[config.mk]
export PLATFORM = sky130hd
export DESIGN_NAME = hfsrgb_fill
export DESIGN_NICKNAME = d
export VERILOG_FILES = /design/src/sv/hfsrgb_pkg.sv /design/src/sv/hfsrgb_fill.sv
export SDC_FILE = /design/constraint.sdc
export NUM_CORES = 2
export LEC_CHECK = 0
export BUFFER_PORTS_ARGS = -buffer_cell sky130_fd_sc_hd__buf_2
export CORE_MARGIN = 4
export CORE_UTILIZATION = 66
export DETAILED_ROUTE_END_ITERATION = 8
export PLACE_DENSITY = 0.82
export SLEW_MARGIN = 20
export SYNTH_ARGS = -nofsm -noshare
export SYNTH_HDL_FRONTEND = slang
export SYNTH_SLANG_ARGS = --single-unit
[constraint.sdc]
create_clock -name clk -period 29.3 [get_ports clk]
set_input_delay 0 -clock clk [delete_from_list [all_inputs] [get_ports clk]]
set_output_delay 0 -clock clk [all_outputs]
set_load 0.005 [all_outputs]
[src/sv/hfsrgb_pkg.sv]
`timescale 1ns / 1ps
`default_nettype none

package hfsrgb_pkg;

  // field widths
  localparam int HALF_W   = 16;
  localparam int BYTE_W   = 8;
  localparam int EXP_W    = 5;
  localparam int MANT_W   = 10;
  localparam int N_COLOR  = 3;

  // color channel slots
  localparam int RED_CH   = 0;
  localparam int GREEN_CH = 1;
  localparam int BLUE_CH  = 2;

  // curve table: one byte per positive half code below 1.0
  localparam int                  CURVE_AW    = 14;
  localparam int                  CURVE_DEPTH = 1 << CURVE_AW;
  localparam logic [HALF_W-1:0]   HALF_ONE    = 16'h3C00;
  localparam logic [CURVE_AW-1:0] CURVE_LAST  = 14'h3BFF;

  // clamped value as M / 2^25, M below 2^25 inside the table range
  localparam int M_W = 25;

  // multi-limb arithmetic for the exact curve test
  localparam int LIMB_W     = 32;
  localparam int N_LIMBS    = 9;
  localparam int BIG_W      = LIMB_W * N_LIMBS;
  localparam int LIMB_IDX_W = 4;
  localparam int FACTOR_W   = M_W;
  localparam int PROD_W     = LIMB_W + FACTOR_W;
  localparam int PASS_W     = 4;
  localparam int CURVE_POW  = 12;
  localparam int M_POW      = 5;
  localparam int R_SHIFT    = 125;

  localparam logic [LIMB_IDX_W-1:0] LIMB_LAST      = LIMB_IDX_W'(N_LIMBS - 1);
  localparam logic [PASS_W-1:0]     CURVE_POW_LAST = PASS_W'(CURVE_POW - 1);
  localparam logic [PASS_W-1:0]     M_POW_LAST     = PASS_W'(M_POW - 1);

  // byte k is reached when M^5 * 10761^12 >= (40k + 541)^12 * 2^125
  localparam logic [FACTOR_W-1:0] CURVE_DEN  = 25'd10761;
  localparam logic [FACTOR_W-1:0] CURVE_STEP = 25'd40;
  // offset for the next byte up: 40 * (k + 1) + 541
  localparam logic [FACTOR_W-1:0] CURVE_NEXT = 25'd581;

  // linear segment: M * 10^7 <= 31308 * 2^25 is M <= 105052
  localparam logic [M_W-1:0] LIN_M_MAX  = 25'd105052;
  localparam int             LIN_M_W    = 17;
  localparam int             LIN_NUM_W  = 37;
  localparam int             LIN_SHIFT  = 28;
  localparam int             LIN_X_W    = LIN_NUM_W - LIN_SHIFT;
  localparam logic [LIN_NUM_W-1:0] LIN_SLOPE = 37'd658920;
  localparam logic [LIN_NUM_W-1:0] LIN_BIAS  = 37'd3355443200;
  // divide by 25 as multiply by reciprocal, exact for the small range used
  localparam int                 DIV25_SHIFT = 15;
  localparam int                 LIN_Q_W     = DIV25_SHIFT + BYTE_W;
  localparam logic [LIN_Q_W-1:0] DIV25_MUL   = 23'd1311;

  // alpha: (M * 510 + 2^25) >> 26
  localparam int                 ALPHA_W     = M_W + 10;
  localparam int                 ALPHA_SHIFT = 26;
  localparam logic [ALPHA_W-1:0] ALPHA_SCALE = 35'd510;
  localparam logic [ALPHA_W-1:0] ALPHA_BIAS  = 35'd33554432;

  typedef enum logic [1:0] {
    CC_ZERO,
    CC_FULL,
    CC_CURVE
  } chan_class_t;

  typedef enum logic [3:0] {
    FS_KINIT,
    FS_KMUL,
    FS_POINT,
    FS_LIN,
    FS_RMUL,
    FS_LMUL,
    FS_CMP,
    FS_WRITE,
    FS_DONE
  } fill_state_t;

  typedef struct packed {
    logic                en;
    logic [CURVE_AW-1:0] addr;
    logic [BYTE_W-1:0]   data;
  } curve_wr_t;

  // positive finite half below 1.0 as M with c = M / 2^25
  function automatic logic [M_W-1:0] decode_m(input logic [HALF_W-1:0] h);
    logic [EXP_W-1:0] expo;
    logic [M_W-1:0]   sig;
    expo = h[HALF_W-2 -: EXP_W];
    if (expo == '0) begin
      sig = M_W'({h[MANT_W-1:0], 1'b0});
    end else begin
      sig = M_W'({1'b1, h[MANT_W-1:0]}) << expo;
    end
    return sig;
  endfunction

  // negative, negative zero and nan give zero; one or more and +inf saturate
  function automatic chan_class_t classify(input logic [HALF_W-1:0] h);
    chan_class_t cls;
    if (h[HALF_W-1]) begin
      cls = CC_ZERO;
    end else if (h[HALF_W-2 -: EXP_W] == '1 && h[MANT_W-1:0] != '0) begin
      cls = CC_ZERO;
    end else if (h >= HALF_ONE) begin
      cls = CC_FULL;
    end else begin
      cls = CC_CURVE;
    end
    return cls;
  endfunction

  function automatic logic [BYTE_W-1:0] alpha_byte(input logic [HALF_W-1:0] h);
    logic [ALPHA_W-1:0] scaled;
    logic [BYTE_W-1:0]  q;
    scaled = ALPHA_W'(decode_m(h)) * ALPHA_SCALE + ALPHA_BIAS;
    unique case (classify(h))
      CC_CURVE: q = scaled[ALPHA_SHIFT +: BYTE_W];
      CC_FULL:  q = '1;
      default:  q = '0;
    endcase
    return q;
  endfunction

endpackage

`default_nettype wire

[src/sv/hfsrgb_fill.sv]
`timescale 1ns / 1ps
`default_nettype none

module hfsrgb_fill (
  input  wire                   clk,
  input  wire                   rst_n,
  output hfsrgb_pkg::curve_wr_t curve_wr,
  output logic                  fill_done
);

  import hfsrgb_pkg::*;

  fill_state_t state_r, state_nxt;

  logic [BIG_W-1:0]      acc_r, acc_nxt;
  logic [BIG_W-1:0]      kbig_r, kbig_nxt;
  logic [BIG_W-1:0]      rbig_r, rbig_nxt;
  logic [PASS_W-1:0]     pass_r, pass_nxt;
  logic [LIMB_IDX_W-1:0] limb_r, limb_nxt;
  logic [FACTOR_W-1:0]   carry_r, carry_nxt;
  logic [CURVE_AW-1:0]   addr_r, addr_nxt;
  logic [M_W-1:0]        m_r, m_nxt;
  logic [BYTE_W-1:0]     k_r, k_nxt;
  logic [BYTE_W-1:0]     byte_r, byte_nxt;
  logic                  r_ok_r, r_ok_nxt;
  logic                  ge_r, ge_nxt;
  logic [LIN_X_W-1:0]    x_r, x_nxt;

  logic [FACTOR_W-1:0]  factor;
  logic [PROD_W-1:0]    prod;
  logic [BIG_W-1:0]     acc_rot;
  logic                 last_limb;
  logic [M_W-1:0]       m_point;
  logic [LIN_NUM_W-1:0] lin_num;
  logic [LIN_Q_W-1:0]   lin_q;
  logic [LIMB_W-1:0]    a_limb;
  logic [LIMB_W-1:0]    b_limb;
  logic                 ge_step;

  // multiplier factor for the running product
  always_comb begin
    unique case (state_r)
      FS_KMUL: factor = CURVE_DEN;
      FS_RMUL: factor = FACTOR_W'(k_r) * CURVE_STEP + CURVE_NEXT;
      default: factor = m_r;
    endcase
  end

  // one limb times factor per cycle, number rotates through limb 0
  assign prod      = PROD_W'(acc_r[LIMB_W-1:0]) * PROD_W'(factor) + PROD_W'(carry_r);
  assign acc_rot   = {prod[LIMB_W-1:0], acc_r[BIG_W-1:LIMB_W]};
  assign last_limb = (limb_r == LIMB_LAST);

  // serial compare, low limb first
  assign a_limb  = acc_r[LIMB_W-1:0];
  assign b_limb  = rbig_r[LIMB_W-1:0];
  assign ge_step = (a_limb > b_limb) || ((a_limb == b_limb) && ge_r);

  // linear segment arithmetic
  assign m_point = decode_m(HALF_W'(addr_r));
  assign lin_num = LIN_NUM_W'(m_point[LIN_M_W-1:0]) * LIN_SLOPE + LIN_BIAS;
  assign lin_q   = LIN_Q_W'(x_r) * DIV25_MUL;

  always_ff @(posedge clk) begin
    if (!rst_n) begin
      state_r <= FS_KINIT;
      addr_r  <= '0;
      k_r     <= '0;
      r_ok_r  <= 1'b0;
    end else begin
      state_r <= state_nxt;
      addr_r  <= addr_nxt;
      k_r     <= k_nxt;
      r_ok_r  <= r_ok_nxt;
    end
  end

  always_ff @(posedge clk) begin
    acc_r   <= acc_nxt;
    kbig_r  <= kbig_nxt;
    rbig_r  <= rbig_nxt;
    pass_r  <= pass_nxt;
    limb_r  <= limb_nxt;
    carry_r <= carry_nxt;
    m_r     <= m_nxt;
    byte_r  <= byte_nxt;
    ge_r    <= ge_nxt;
    x_r     <= x_nxt;
  end

  // sweep sequencer: one table entry per visit of FS_POINT
  always_comb begin
    state_nxt = state_r;
    acc_nxt   = acc_r;
    kbig_nxt  = kbig_r;
    rbig_nxt  = rbig_r;
    pass_nxt  = pass_r;
    limb_nxt  = limb_r;
    carry_nxt = carry_r;
    addr_nxt  = addr_r;
    m_nxt     = m_r;
    k_nxt     = k_r;
    byte_nxt  = byte_r;
    r_ok_nxt  = r_ok_r;
    ge_nxt    = ge_r;
    x_nxt     = x_r;
    curve_wr  = '0;
    fill_done = 1'b0;

    unique case (state_r)
      FS_KINIT: begin
        acc_nxt   = BIG_W'(1);
        pass_nxt  = '0;
        limb_nxt  = '0;
        carry_nxt = '0;
        state_nxt = FS_KMUL;
      end

      // 10761^12, computed once
      FS_KMUL: begin
        acc_nxt   = acc_rot;
        carry_nxt = prod[PROD_W-1:LIMB_W];
        limb_nxt  = limb_r + 1'b1;
        if (last_limb) begin
          limb_nxt  = '0;
          carry_nxt = '0;
          pass_nxt  = pass_r + 1'b1;
          if (pass_r == CURVE_POW_LAST) begin
            kbig_nxt  = acc_rot;
            pass_nxt  = '0;
            state_nxt = FS_POINT;
          end
        end
      end

      FS_POINT: begin
        m_nxt     = m_point;
        pass_nxt  = '0;
        limb_nxt  = '0;
        carry_nxt = '0;
        if (m_point <= LIN_M_MAX) begin
          x_nxt     = lin_num[LIN_SHIFT +: LIN_X_W];
          state_nxt = FS_LIN;
        end else if (k_r == '1) begin
          byte_nxt  = '1;
          state_nxt = FS_WRITE;
        end else if (!r_ok_r) begin
          acc_nxt   = BIG_W'(1);
          state_nxt = FS_RMUL;
        end else begin
          acc_nxt   = kbig_r;
          state_nxt = FS_LMUL;
        end
      end

      FS_LIN: begin
        byte_nxt  = lin_q[DIV25_SHIFT +: BYTE_W];
        state_nxt = FS_WRITE;
      end

      // threshold for the next byte: (40(k+1) + 541)^12 * 2^125
      FS_RMUL: begin
        acc_nxt   = acc_rot;
        carry_nxt = prod[PROD_W-1:LIMB_W];
        limb_nxt  = limb_r + 1'b1;
        if (last_limb) begin
          limb_nxt  = '0;
          carry_nxt = '0;
          pass_nxt  = pass_r + 1'b1;
          if (pass_r == CURVE_POW_LAST) begin
            rbig_nxt  = acc_rot << R_SHIFT;
            r_ok_nxt  = 1'b1;
            acc_nxt   = kbig_r;
            pass_nxt  = '0;
            state_nxt = FS_LMUL;
          end
        end
      end

      // M^5 * 10761^12
      FS_LMUL: begin
        acc_nxt   = acc_rot;
        carry_nxt = prod[PROD_W-1:LIMB_W];
        limb_nxt  = limb_r + 1'b1;
        if (last_limb) begin
          limb_nxt  = '0;
          carry_nxt = '0;
          pass_nxt  = pass_r + 1'b1;
          if (pass_r == M_POW_LAST) begin
            pass_nxt  = '0;
            ge_nxt    = 1'b1;
            state_nxt = FS_CMP;
          end
        end
      end

      FS_CMP: begin
        acc_nxt  = {a_limb, acc_r[BIG_W-1:LIMB_W]};
        rbig_nxt = {b_limb, rbig_r[BIG_W-1:LIMB_W]};
        ge_nxt   = ge_step;
        limb_nxt = limb_r + 1'b1;
        if (last_limb) begin
          limb_nxt  = '0;
          byte_nxt  = ge_step ? k_r + 1'b1 : k_r;
          state_nxt = FS_WRITE;
        end
      end

      FS_WRITE: begin
        curve_wr.en   = 1'b1;
        curve_wr.addr = addr_r;
        curve_wr.data = byte_r;
        k_nxt         = byte_r;
        if (byte_r != k_r) begin
          r_ok_nxt = 1'b0;
        end
        if (addr_r == CURVE_LAST) begin
          state_nxt = FS_DONE;
        end else begin
          addr_nxt  = addr_r + 1'b1;
          state_nxt = FS_POINT;
        end
      end

      FS_DONE: begin
        fill_done = 1'b1;
      end

      default: begin
        state_nxt = FS_KINIT;
      end
    endcase
  end

endmodule

`default_nettype wire

==> flow_summary.toml <==
[run_status]
outcome = "completed"

[clock_tree]
clockBufferDepth = 3
cts.clk_slew.worst_paths_ps = 70
cts_setup_buffers = 0
cts-root-buf = "clkbuf_16"
clkLatencyLatePin_ps = 710
cts_hold_buffers = 1
cts_tree = "done"
numCtsBuffers = 96
cts.sinks = 967
h-tree-depth = 3
cts_resized = 0

[placement]
gp_congestion = 0.9755
dpl.cell_count = 7368
numPortBuffers = 25
dp_hpwl_mm = 113.5

[worst_setup_path]
cp.depth = 28
crit_path_max_incr_delay_ps = 840
r2r_setup_slack_ps = 18860
crit_path_end = "carry_r[23]"
reg2reg_to = "carry_r[23]"
critPathKind = "reg -> reg"
worstSetupEndpointType = "flip-flop"
cp_slowest_cell = "and2_1"
reg2reg_from = "state_r[0]"
cpMostUsedCell = "fa_1"
cp_max_fo = 99
cp.required_ps = 29740
crit_family = "adder cells"
startpoint = "state_r[0]"
worstPathArrival_ps = 10880
r2r_cells = 28
cp-start-kind = "flip-flop"
cp_num_buf_inv = 5

[final_layout]
final_cells = 7549
area_delta_synth_final_pct = 6.378
layout_commonest_cell = "nand2_1"
nets = 7371
final_layout_size_suffix_gt1_share_pct = 4.940
final_util_pct = 71.12
final_cell_mix = "1054 x nand2_1, 940 x edfxtp_1, 930 x inv_1, 822 x fa_1, 471 x ha_1"

[grt]
gr-total-overflow = 0
first_global_vias = 48310
grt_antenna_before_repair = 5
grt_max_degree = 206
grt_usage_pct = 30.99
grt_pass1_wl_mm = 270.6

[synth]
syn_area_per_cell_um2 = 11.46
async_flop_share_pct = 0
synth_ff_type = "edfxtp_1"
synth_seq_cells = 967
syn_area_um2 = 70870
syn-instance-count = 6185
synth_cell_types = 85
seq_area_frac_synth_pct = 40.59
synth_edf_count = 940
yosys_warnings = 0

[drt]
route.detailed.drc = 0
drt_iter0_markers = 4795
drtAntennaViolNets = 0
drt-pass1-iter-count = 8
routed-via-count = 46060
wire_per_inst_um = 22.45
drt_wl_total_mm = 169.4
vias_per_cell = 6.102

[worst_hold_path]
whs_path_depth = 3
min_path_type = "in -> reg"

[floorplanning]
die_w_um = 335.7
die_y_um = 335.7
die_area_um2 = 112700
start_util_pct = 66.85
io_pins = 26
std_cell_rows = 119
core_area_um2 = 106000

[sta]
tns_ps = 0
finalCritPeriodShare_pct = 35.63
finalSetupViolCount = 0
hold_viol_final = 0
fin_skew_ps = 30.39
grt_setup_unrepaired = "false"
fin_crit_ps = 10440
worst_slew_pin_slew_ps = 1286
relSlewSlack_pct = 14.27
max_freq_mhz = 95.80
drv_slew = 0

[flow_run]
maxCapViolations = 0
-- through the flow --
stage | cell area, um2 | hold WS, ps | setup WS [ps]
finish | 75390 | 380.6 | 18860
floorplan | 70900 | 128.2 | 6679
CTS | 75380 | 327.7 | 19100
global placement | 72350 | 430.5 | 19330
global route | 75380 | 408.0 | 18420
detailed placement | 72350 | 432.4 | 19140
-- state kept, by name (all words and copies together) (netlist names) --
signal / cells
acc_r: 288
addr_r: 14
byte_r: 8
carry_r: 25
ge_r: 1
k_r: 8
kbig_r: 288
limb_r: 4
m_r: 25
pass_r: 4
r_ok_r: 1
rbig_r: 288
state_r: 4
x_r: 9
-- synth_stat cells (all sizes together) (39+ instances only) --
master,instances,area [um2]
ha,471,5893
inv,930,3491
o21ai,104,520.5
a21oi,113,565.5
fa,822,16460
clkbuf,311,1167
nand2,1056,3966
and3,180,1126
and2,317,1983
nand3,44,220.2
xnor2,70,620.6
edfxtp,940,28230
a21o,50,375.4
nor2,96,360.4
xor2,39,341.6
a22o,259,2268
-- worst reg2reg max path, delay by kind of cell (launching register included) --
family | cells | cell delay (ps)
multiplexers | 1 | 110
AND/OR/NAND/NOR | 6 | 2340
AO/OA/AOI/OAI | 8 | 1910
flip-flops | 1 | 740
buffers and inverters | 5 | 1280
adder cells (fa/ha/maj) | 8 | 3800
-- cells by family after synthesis --
kind of cell	count (synthesis)	share of synthesized area, %
compound gates	697	7.297
xor+xnor	109	1.358
fa+ha+maj	1293	31.53
buf+inv	1259	6.679
flops	967	40.59
mux	27	0.4749
other cells	2	0.01060
simple gates	1831	12.06
-- layer usage --
layer	global-route usage [%]	vias to the layer above	part of all wire [%]
met5	0	-	0.0077
met2	48.42	2315	46
met1	42.90	23130	39
met4	11.99	2	4.5
li1	-	20150	-
met3	7.255	475	10
-- final cells by class --
class / instances / area, um2
antenna: 4 / 10.01
clock buffer: 125 / 2542
clock inverter: 51 / 479.2
fill: 7171 / 30620
inverter: 930 / 3491
multi-input combinational: 3965 / 37510
sequential: 967 / 28770
tap: 1391 / 1740
timing repair buffer: 116 / 848.3
-- how the worst min path moves through the flow --
stage	start	endpoint	slack [ps]
3_5_place_dp	acc_r[232]	kbig_r[200]	430
4_1_cts	rst_n	k_r[2]	330
6_report	rst_n	k_r[3]	380
5_1_grt	rst_n	k_r[1]	410
2_1_floorplan	rst_n	r_ok_r	130
3_3_place_gp	acc_r[248]	kbig_r[216]	430
Power is left out: the tool's default activity adds up to more than one toggle a clock period on the data nets, which glitch-free logic cannot reach.
